File: src/swts_pkg.sv
`timescale 1ns / 1ps

package swts_pkg;

	localparam int TASK_COUNT_DEF   = 16;
	localparam int PERIOD_USEC_DEF  = 32000000;
	localparam int SETUP_MARGIN_DEF = 40;

	localparam int EPOCH_W = 32;
	localparam int USEC_W  = 25;
	localparam int PRIO_W  = 5;
	localparam int MASK_W  = 16;

	localparam logic [EPOCH_W-1:0] EPOCH_INVALID = '1;

	typedef enum logic [1:0] {
		OP_SLEEP  = 2'd0,
		OP_EPOCH  = 2'd1,
		OP_MATCH  = 2'd2,
		OP_STATUS = 2'd3
	} opcode_t;

	typedef enum logic [2:0] {
		ST_IDLE,
		ST_RMW_RD,
		ST_RMW_WR,
		ST_SCAN,
		ST_DRAIN,
		ST_FINISH
	} state_t;

	typedef struct packed {
		opcode_t             opcode;
		logic [3:0]          task_index;
		logic [EPOCH_W-1:0]  wake_epoch;
		logic [USEC_W-1:0]   wake_usec;
		logic [USEC_W-1:0]   timer_now;
		logic                has_block_object;
		logic                task_enable;
		logic                task_active;
		logic                task_stopped;
		logic [PRIO_W-1:0]   task_priority;
	} cmd_t;

	typedef struct packed {
		logic [USEC_W-1:0]   compare_value;
		logic                task_sleeps;
		logic [MASK_W-1:0]   woken_mask;
		logic                any_priority_woken;
		logic [PRIO_W-1:0]   woken_priority;
	} result_t;

	typedef struct packed {
		logic [EPOCH_W-1:0]  epoch;
		logic [USEC_W-1:0]   usec;
		logic                stopped;
		logic                active;
		logic                enabled;
		logic [PRIO_W-1:0]   prio;
	} entry_t;

	localparam entry_t ENTRY_RESET = '{
		epoch:   EPOCH_INVALID,
		usec:    '0,
		stopped: 1'b0,
		active:  1'b0,
		enabled: 1'b0,
		prio:    '0
	};

	typedef struct packed {
		logic clear;
		logic eval;
	} scan_ctl_t;

	typedef struct packed {
		logic [USEC_W-1:0]   next;
		logic [MASK_W-1:0]   mask;
		logic                any;
		logic [PRIO_W-1:0]   best;
	} scan_sum_t;

endpackage

File: src/sleep_wakeup_timer_scan.sv
`timescale 1ns / 1ps
// A sleep request or status update steps through the read, modify/write and finish states before done;
// an index out of range goes straight to the finish state.
// Epoch overflow or compare match: the scan state, then the drain and finish states before done,
// one table read per task except task 0, through the single read port.
// A new start is taken in the cycle done is high; the receiver cannot stall results.
// Reset: epoch 0, compare PERIOD_USEC + 1, table entries read as reset until written.

module sleep_wakeup_timer_scan #(
	parameter int TASK_COUNT   = swts_pkg::TASK_COUNT_DEF,
	parameter int PERIOD_USEC  = swts_pkg::PERIOD_USEC_DEF,
	parameter int SETUP_MARGIN = swts_pkg::SETUP_MARGIN_DEF
) (
	input  logic              clk,
	input  logic              arst_n,
	input  logic              start,
	output logic              busy,
	input  swts_pkg::cmd_t    item,
	output logic              done,
	output swts_pkg::result_t result
);
	import swts_pkg::*;

	localparam int AW = $clog2(TASK_COUNT);
	localparam int IW = (AW > 4) ? AW : 4;
	localparam logic [USEC_W-1:0] PERIOD_V  = USEC_W'(PERIOD_USEC);
	localparam logic [USEC_W-1:0] PERIOD_P1 = USEC_W'(PERIOD_USEC + 1);
	localparam logic [USEC_W:0]   MARGIN_V  = (USEC_W + 1)'(SETUP_MARGIN);

	state_t             state_q, state_d;
	cmd_t               item_q;
	logic [EPOCH_W-1:0] epoch_q;
	logic [USEC_W-1:0]  compare_q;
	logic               sleeps_q;
	logic [AW-1:0]      ptr_q;
	logic [AW-1:0]      addr_s1;
	logic               eval_s1;
	logic               done_q;
	result_t            result_q;

	logic               accept;
	logic               in_range;
	logic               q_in_range;
	logic [AW-1:0]      idx_addr;

	logic               rd_en;
	logic [AW-1:0]      rd_addr;
	entry_t             rd_data;
	logic               wr_en;
	logic [AW-1:0]      wr_addr;
	entry_t             wr_data;

	entry_t             rmw_entry;
	logic               rmw_sleeps;
	logic               rmw_cmp_en;
	logic               ep_ge;
	logic               ep_eq;
	logic               margin_ok;

	scan_ctl_t          scan_ctl;
	logic               wb_en;
	entry_t             wb_data;
	scan_sum_t          sum;
	logic [USEC_W-1:0]  scan_cmp;
	logic [USEC_W-1:0]  cmp_final;
	logic               is_scan;

	assign busy       = (state_q != ST_IDLE);
	assign accept     = start && !busy;
	assign in_range   = {4'b0, item.task_index} < 8'(TASK_COUNT);
	assign q_in_range = {4'b0, item_q.task_index} < 8'(TASK_COUNT);
	assign idx_addr   = AW'(IW'(item_q.task_index));
	assign is_scan    = (item_q.opcode == OP_EPOCH) || (item_q.opcode == OP_MATCH);

	always_comb begin
		state_d = state_q;
		unique case (state_q)
			ST_IDLE: begin
				if (accept) begin
					unique case (item.opcode) inside
						OP_SLEEP, OP_STATUS: state_d = in_range ? ST_RMW_RD : ST_FINISH;
						OP_EPOCH, OP_MATCH:  state_d = ST_SCAN;
						default:             state_d = ST_FINISH;
					endcase
				end
			end
			ST_RMW_RD: state_d = ST_RMW_WR;
			ST_RMW_WR: state_d = ST_FINISH;
			ST_SCAN: begin
				if (ptr_q == AW'(TASK_COUNT - 1)) begin
					state_d = ST_DRAIN;
				end
			end
			ST_DRAIN:  state_d = ST_FINISH;
			ST_FINISH: state_d = ST_IDLE;
			default:   state_d = ST_IDLE;
		endcase
	end

	always_comb begin
		rd_en          = 1'b0;
		rd_addr        = idx_addr;
		wr_en          = 1'b0;
		wr_addr        = idx_addr;
		wr_data        = rmw_entry;
		scan_ctl.clear = accept;
		scan_ctl.eval  = eval_s1;
		unique case (state_q)
			ST_RMW_RD: rd_en = 1'b1;
			ST_RMW_WR: wr_en = 1'b1;
			ST_SCAN: begin
				rd_en   = 1'b1;
				rd_addr = ptr_q;
				wr_en   = wb_en;
				wr_addr = addr_s1;
				wr_data = wb_data;
			end
			ST_DRAIN: begin
				wr_en   = wb_en;
				wr_addr = addr_s1;
				wr_data = wb_data;
			end
			default: ;
		endcase
	end

	always_comb begin
		ep_ge      = item_q.wake_epoch >= epoch_q;
		ep_eq      = item_q.wake_epoch == epoch_q;
		margin_ok  = {1'b0, item_q.wake_usec} > ({1'b0, item_q.timer_now} + MARGIN_V);
		rmw_entry  = rd_data;
		rmw_sleeps = 1'b0;
		rmw_cmp_en = 1'b0;
		if (item_q.opcode == OP_SLEEP) begin
			if (ep_ge) begin
				rmw_entry.epoch = item_q.wake_epoch;
				rmw_entry.usec  = item_q.wake_usec;
			end
			rmw_cmp_en = ep_ge && ep_eq && margin_ok && (item_q.wake_usec < compare_q);
			rmw_sleeps = (ep_ge && (!ep_eq || margin_ok)) || item_q.has_block_object;
			if (rmw_sleeps) begin
				rmw_entry.active = 1'b0;
			end
		end else begin
			rmw_entry.enabled = item_q.task_enable;
			rmw_entry.active  = item_q.task_active;
			rmw_entry.stopped = item_q.task_stopped;
			rmw_entry.prio    = item_q.task_priority;
		end
	end

	assign scan_cmp  = (sum.next < PERIOD_V) ? sum.next : PERIOD_P1;
	assign cmp_final = is_scan ? scan_cmp : compare_q;

	always_ff @(posedge clk or negedge arst_n) begin
		if (!arst_n) begin
			state_q   <= ST_IDLE;
			epoch_q   <= '0;
			compare_q <= PERIOD_P1;
			sleeps_q  <= 1'b0;
			ptr_q     <= '0;
			eval_s1   <= 1'b0;
			done_q    <= 1'b0;
		end else begin
			state_q <= state_d;
			eval_s1 <= (state_q == ST_SCAN);
			done_q  <= (state_q == ST_FINISH);
			if (accept) begin
				sleeps_q <= 1'b0;
				ptr_q    <= AW'(1);
				if (item.opcode == OP_EPOCH) begin
					epoch_q <= epoch_q + 1'b1;
				end
			end
			if (state_q == ST_SCAN) begin
				ptr_q <= ptr_q + 1'b1;
			end
			if (state_q == ST_RMW_WR) begin
				sleeps_q <= rmw_sleeps;
				if (rmw_cmp_en) begin
					compare_q <= item_q.wake_usec;
				end
			end
			if (state_q == ST_FINISH) begin
				compare_q <= cmp_final;
			end
		end
	end

	always_ff @(posedge clk) begin
		if (accept) begin
			item_q <= item;
		end
		addr_s1 <= ptr_q;
		if (state_q == ST_FINISH) begin
			result_q.compare_value      <= cmp_final;
			result_q.task_sleeps        <= sleeps_q && q_in_range;
			result_q.woken_mask         <= is_scan ? sum.mask : '0;
			result_q.any_priority_woken <= is_scan && sum.any;
			result_q.woken_priority     <= is_scan ? sum.best : '0;
		end
	end

	assign done   = done_q;
	assign result = result_q;

	swts_table #(
		.DEPTH (TASK_COUNT),
		.AW    (AW)
	) u_table (
		.clk     (clk),
		.arst_n  (arst_n),
		.rd_en   (rd_en),
		.rd_addr (rd_addr),
		.rd_data (rd_data),
		.wr_en   (wr_en),
		.wr_addr (wr_addr),
		.wr_data (wr_data)
	);

	swts_scan #(
		.TASK_COUNT  (TASK_COUNT),
		.PERIOD_USEC (PERIOD_USEC),
		.AW          (AW)
	) u_scan (
		.clk     (clk),
		.ctl     (scan_ctl),
		.addr    (addr_s1),
		.entry   (rd_data),
		.epoch   (epoch_q),
		.now     (item_q.timer_now),
		.wb_en   (wb_en),
		.wb_data (wb_data),
		.sum     (sum)
	);

endmodule

File: src/swts_table.sv
`timescale 1ns / 1ps

module swts_table #(
	parameter int DEPTH = swts_pkg::TASK_COUNT_DEF,
	parameter int AW    = $clog2(DEPTH)
) (
	input  logic             clk,
	input  logic             arst_n,
	input  logic             rd_en,
	input  logic [AW-1:0]    rd_addr,
	output swts_pkg::entry_t rd_data,
	input  logic             wr_en,
	input  logic [AW-1:0]    wr_addr,
	input  swts_pkg::entry_t wr_data
);
	import swts_pkg::*;

	entry_t           mem [DEPTH];
	logic [DEPTH-1:0] vld_q;
	entry_t           data_q;
	logic             rd_vld_q;

	always_ff @(posedge clk) begin
		if (wr_en) begin
			mem[wr_addr] <= wr_data;
		end
		if (rd_en) begin
			data_q <= mem[rd_addr];
		end
	end

	always_ff @(posedge clk or negedge arst_n) begin
		if (!arst_n) begin
			vld_q    <= '0;
			rd_vld_q <= 1'b0;
		end else begin
			if (wr_en) begin
				vld_q[wr_addr] <= 1'b1;
			end
			if (rd_en) begin
				rd_vld_q <= vld_q[rd_addr];
			end
		end
	end

	// entries never written read as their reset contents
	assign rd_data = rd_vld_q ? data_q : ENTRY_RESET;

endmodule

File: src/swts_scan.sv
`timescale 1ns / 1ps

module swts_scan #(
	parameter int TASK_COUNT  = swts_pkg::TASK_COUNT_DEF,
	parameter int PERIOD_USEC = swts_pkg::PERIOD_USEC_DEF,
	parameter int AW          = $clog2(TASK_COUNT)
) (
	input  logic                          clk,
	input  swts_pkg::scan_ctl_t           ctl,
	input  logic [AW-1:0]                 addr,
	input  swts_pkg::entry_t              entry,
	input  logic [swts_pkg::EPOCH_W-1:0]  epoch,
	input  logic [swts_pkg::USEC_W-1:0]   now,
	output logic                          wb_en,
	output swts_pkg::entry_t              wb_data,
	output swts_pkg::scan_sum_t           sum
);
	import swts_pkg::*;

	localparam logic [USEC_W-1:0] PERIOD_V = USEC_W'(PERIOD_USEC);

	scan_sum_t sum_q;
	logic      elig;
	logic      wake;
	logic      pend;
	logic      pick;
	logic [6:0] a7;

	always_comb begin
		elig = entry.enabled && !entry.active && (entry.epoch != EPOCH_INVALID);
		wake = elig && ((entry.epoch < epoch) ||
			((entry.epoch == epoch) && (entry.usec <= now)));
		pend = elig && !wake && (entry.epoch == epoch) && (entry.usec < sum_q.next);
		pick = wake && !entry.stopped && (!sum_q.any || (entry.prio > sum_q.best));
		a7   = 7'(addr);
	end

	always_comb begin
		wb_en          = ctl.eval && wake;
		wb_data        = entry;
		wb_data.epoch  = EPOCH_INVALID;
		wb_data.active = 1'b1;
	end

	always_ff @(posedge clk) begin
		if (ctl.clear) begin
			sum_q.next <= PERIOD_V;
			sum_q.mask <= '0;
			sum_q.any  <= 1'b0;
			sum_q.best <= '0;
		end else if (ctl.eval) begin
			if (pend) begin
				sum_q.next <= entry.usec;
			end
			if (wake && (a7 < 7'(MASK_W))) begin
				sum_q.mask[a7[3:0]] <= 1'b1;
			end
			if (pick) begin
				sum_q.any  <= 1'b1;
				sum_q.best <= entry.prio;
			end
		end
	end

	assign sum = sum_q;

endmodule

File: config.mk
export PLATFORM = sky130hd
export DESIGN_NAME = sleep_wakeup_timer_scan
export DESIGN_NICKNAME = d
export VERILOG_FILES = /design/src/swts_pkg.sv /design/src/sleep_wakeup_timer_scan.sv /design/src/swts_table.sv /design/src/swts_scan.sv
export SDC_FILE = /design/constraint.sdc
export NUM_CORES = 2
export LEC_CHECK = 0
export ABC_AREA = 0
export BUFFER_PORTS_ARGS = -buffer_cell sky130_fd_sc_hd__buf_4
export CAP_MARGIN = 5
export CORE_MARGIN = 2
export CORE_UTILIZATION = 45
export DETAILED_ROUTE_END_ITERATION = 10
export PLACE_DENSITY = 0.68
export RECOVER_POWER = 50
export SETUP_SLACK_MARGIN = 0.2
export SLEW_MARGIN = 20
export SYNTH_ARGS = -nofsm -noshare
export SYNTH_HDL_FRONTEND = slang
export SYNTH_SLANG_ARGS = --single-unit
File: constraint.sdc
create_clock -name clk -period 9.2 [get_ports clk]
set_clock_uncertainty 0.2 [all_clocks]
set_input_delay 1.84 -clock clk [delete_from_list [all_inputs] [get_ports clk]]
set_output_delay 1.84 -clock clk [all_outputs]
set_load 0.01 [all_outputs]
==> metrics.yaml <==
run_status: "finished, violations left"
failed_checks: "capacitance limit, slew limit"
synthesis.nets: 4782
numPortBuffers: 149
crit_fanout: 50
grt_setup_unrepaired: "no"
quantity_of_gates_resized_following_cts: 0
global_route.overflow_total: 0
critPathKind: "flip-flop to flip-flop"
p_int_uw: 12600
reg2reg_to: "u_table.mem[12][21]$_DFFE_PP_"
min_path_cells: 2
wl_per_cell_um: 23.1
yosys_warnings: 0
achievable-frequency_ghz: 0.136
die_w_um: 368
setup-violations-final: 0
total_clock_buffers_created_by_cts: 143
rrSetupSlack_ns: 1.86
dp.final_hpwl_um: 89300
switching_share: 0.332
power_frac_comb: 0.260
finalHoldViolCount: 0
worst_r2r_startpoint: "u_table.rd_vld_q$_DFFE_PN0P_"
clockPowerShare: 0.299
gp_congestion: 0.886
antenna_cells_inserted: 0
fin_nets: 4890
cpMaxStageDelayCell: "sky130_fd_sc_hd__clkbuf_1"
insertion_delay_ns: 0.78
final_layout_size_suffix_gt1_frac: 0.0840
startpoint_types: "flip-flop"
synth-async-reset-ratio: 0.0606
htree_levels: 4
final.fill_count: 11000
synth_seq_area_share: 0.683
final_design_area_no_fill_um2: 66900
share_seq_of_total_power: 0.442
min_period_over_period: 0.798
final_core_utilization: 0.510
first_global_vias: 35800
ys.flop_type: "sky130_fd_sc_hd__edfxtp_1"
min_delay_worst_endpoint: "u_scan.sum[11]$_SDFFE_PP0N_"
synth.distinct_cells: 78
timing.slew.headroom: -1.89
finalCriticalPeriod_ns: 7.34
worst_hold_path_type: "flip-flop to flip-flop"
num_io_pins: 150
crit_arrival_ns: 7.51
hold_fix_buffer_count_after_cts: 0
cts_max_path_buffers: 3
timing_max_transition_violations_final: 624
ant_nets: 0
initial_utilization: 0.453
numClockSinks: 1385
grtUsageTotal: 0.219
switching_power_uw: 6240
cell_depth_of_the_worst_flop_to_flop_path: 11
syn-instance-count: 4510
clock_tree_from_tritoncts: "built"
placedInstanceArea_um2: 62800
detail_route.iter0.violations: 3864
max-vdd-ir-drop_mv: 0.195
clk_root_buffer_cell: "sky130_fd_sc_hd__clkbuf_16"
mean_number_of_vias_per_cell: 5.76
max_cap_violations: 13
design.core.area_um2: 131000
ys_ff_latch: 1385
cellLeakagePower_uw: 0.0224
pin_count_of_the_biggest_net_entering_global_routing: 169
floorplan.die_area_um2: 135000
avgSynthCellArea_um2: 13.2
num_rows: 133
antenna_found_initial: 5
worst_setup_path_end_kind: "flip-flop"
cts.reportedPaths.clkPinSlew_ns: 0.06
total_power_uw: 18800
pwr_density_cell_nw_per_um2: 281
cell_area_after_synthesis_um2: 59500
synth_enable_flop_cells: 1250
route.vias.total: 37300
dp_worst_setup_slack_ns: 3.37
routed_wl_um: 150000
grt_first_pass_wirelength_um: 225000
timing.critical_path.cells: "clkbuf_1, nand2b_1, ha_1, nand4_1, nor4_1, nand4_2, nor4_1, a32oi_1, clkbuf_1, a21oi_4, buf_4"
postcts_setup_bufs: 0
timing.critical_path.slowest_cell_delay_ns: 1.58
final.setup.tns_ns: 0
drt_first_pass_iters: 5
route.detailed.drc: 0
critPathRequiredTime_ns: 9.37
worst_margin_slew_ns: 4.34
die_height_um: 368
final_critical_path_setup_slack_ns: 1.86
hp-start: "u_scan.sum[11]$_SDFFE_PP0N_"
synthToLayoutAreaGrowth_pct: 12.5
cells by family after synthesis:
family	share of synthesized area
DFF	0.683
and+or+nand+nor	0.107
AOI/OAI and AO/OA	0.119
buffers and inverters	0.0264
adders and majority gates	0.0362
muxes	0.0205
xor gates and xnor gates	0.00765
worst max path at each step:
stage	startpoint	endpoint	slack, ns
floorplan	u_table.rd_vld_q$_DFFE_PN0P_	u_table.mem[10][0]$_DFFE_PP_	2.37
global placement	u_table.rd_vld_q$_DFFE_PN0P_	u_table.mem[7][23]$_DFFE_PP_	3.44
detailed placement	u_table.rd_vld_q$_DFFE_PN0P_	u_table.mem[7][23]$_DFFE_PP_	3.37
CTS	u_table.rd_vld_q$_DFFE_PN0P_	u_table.mem[7][46]$_DFFE_PP_	3.33
global route	u_table.rd_vld_q$_DFFE_PN0P_	u_table.mem[12][21]$_DFFE_PP_	1.56
finish	u_table.rd_vld_q$_DFFE_PN0P_	u_table.mem[12][21]$_DFFE_PP_	1.86
layout by cell type, fill, tap and decap left out, types with 10 or more instances in the layout:
cell | netlist | routed
sky130_fd_sc_hd__edfxtp_1 | 1250 | 1250
sky130_fd_sc_hd__nand2_1 | 678 | 678
sky130_fd_sc_hd__a211oi_1 | 337 | 337
sky130_fd_sc_hd__and2_1 | 294 | 287
sky130_fd_sc_hd__a21oi_1 | 241 | 224
sky130_fd_sc_hd__ha_1 | 172 | 172
sky130_fd_sc_hd__nor2_1 | 156 | 154
sky130_fd_sc_hd__clkbuf_16 | 0 | 149
sky130_fd_sc_hd__a311oi_1 | 134 | 134
sky130_fd_sc_hd__a31oi_1 | 132 | 132
sky130_fd_sc_hd__inv_1 | 132 | 131
sky130_fd_sc_hd__clkbuf_1 | 241 | 127
sky130_fd_sc_hd__clkbuf_4 | 0 | 83
sky130_fd_sc_hd__dfrtp_1 | 76 | 75
sky130_fd_sc_hd__mux2i_1 | 88 | 70
sky130_fd_sc_hd__o21ai_0 | 56 | 58
sky130_fd_sc_hd__dfxtp_1 | 51 | 51
sky130_fd_sc_hd__xnor2_1 | 50 | 50
sky130_fd_sc_hd__nand4_1 | 44 | 45
sky130_fd_sc_hd__buf_4 | 0 | 42
sky130_fd_sc_hd__nand3_1 | 37 | 37
sky130_fd_sc_hd__nand2b_1 | 36 | 36
sky130_fd_sc_hd__clkinv_1 | 2 | 28
sky130_fd_sc_hd__mux2_1 | 0 | 28
sky130_fd_sc_hd__nor3_1 | 23 | 23
sky130_fd_sc_hd__and2_0 | 15 | 22
sky130_fd_sc_hd__o22ai_1 | 22 | 22
sky130_fd_sc_hd__clkinv_2 | 0 | 22
sky130_fd_sc_hd__a22oi_1 | 21 | 21
sky130_fd_sc_hd__a21o_1 | 20 | 20
sky130_fd_sc_hd__a21oi_4 | 0 | 17
sky130_fd_sc_hd__mux2i_2 | 0 | 15
sky130_fd_sc_hd__o21a_1 | 11 | 11
sky130_fd_sc_hd__nor2b_1 | 10 | 10
sky130_fd_sc_hd__nor4_1 | 11 | 10
flip-flops by register name, summed over array words and instances (netlist names):
signal and cells:
addr_s1 4, item_q 93, eval_s1 1, epoch_q 32, u_table.vld_q 16, sleeps_q 1
ptr_q 4, compare_q 25, done 1, u_table.rd_vld_q 1, u_table.data_q 65, result 48
u_table.mem 1040, u_scan.sum 47, state_q 3, idx_addr 4
stage by stage:
step | instances | hold slack, ns
final | 6480 | 0.246
after global routing | 6480 | 0.278
after CTS | 6480 | 0.251
after detailed placement | 6228 | 0.237
after global placement | 6227 | 0.230
after floorplan | 4510 | 0.217
cell type report:
class / count / area (um2) / area share
clock buffers: 180 / 3880 / 0.0581
clock inverters: 72 / 657 / 0.00982
inverters: 135 / 513 / 0.00767
multi-input cells: 2722 / 17600 / 0.262
flip-flops and latches: 1385 / 40700 / 0.608
well taps: 1755 / 2200 / 0.0328
repair buffers: 231 / 1430 / 0.0214
synth_stat cells (all sizes together) (6+ instances only):
cell type	instances	area share
buf	27	0.0026
clkbuf	241	0.015
and2	309	0.032
o21a	11	0.0014
nand4	46	0.0052
a211oi	338	0.043
a311oi	134	0.020
dfrtp	76	0.032
dfstp	8	0.0035
nor4	13	0.0016
nand2	678	0.043
edfxtp	1250	0.63
nand2b	36	0.0038
xnor2	50	0.0074
and3	9	0.0010
nor2b	10	0.0011
dfxtp	51	0.017
or3	6	0.00063
nand3	37	0.0031
a2111oi	6	0.0012
o211ai	9	0.0011
nor3	24	0.0022
a21oi	241	0.020
o22ai	22	0.0023
mux2	30	0.0057
inv	133	0.0085
nor2	156	0.0098
a31oi	132	0.014
ha	172	0.036
a21o	20	0.0025
a22oi	21	0.0026
o21ai	59	0.0050
mux2i	88	0.015
power groups by stage:
| stage | sequential (uW) | clock [uW] | combinational (uW) |
|---|---|---|---|
| detailed placement | 8400 | 0 | 4910 |
| global route | 8360 | 5980 | 5350 |
| finish | 8310 | 5630 | 4890 |
| floorplan | 8280 | 0 | 3210 |
| global placement | 8400 | 0 | 4830 |
| CTS | 8280 | 5730 | 4940 |
per-layer routing:
layer	GRT usage	wire length, um	vias to the layer above
met4	0.0579	3230	4
met3	0.0372	11200	216
met1	0.317	66000	18400
met5	0	34	-
li1	-	-	17200
met2	0.342	69300	1391
critical path: cells and delay by family, from the launching register on:
family	cells	cell delay (ns)
buf+inv	3	2.82
compound gates	2	0.80
flops	1	0.67
simple gates	5	1.89
fa+ha+maj	1	0.42
Note: power is estimated with default switching activity, not from simulation.
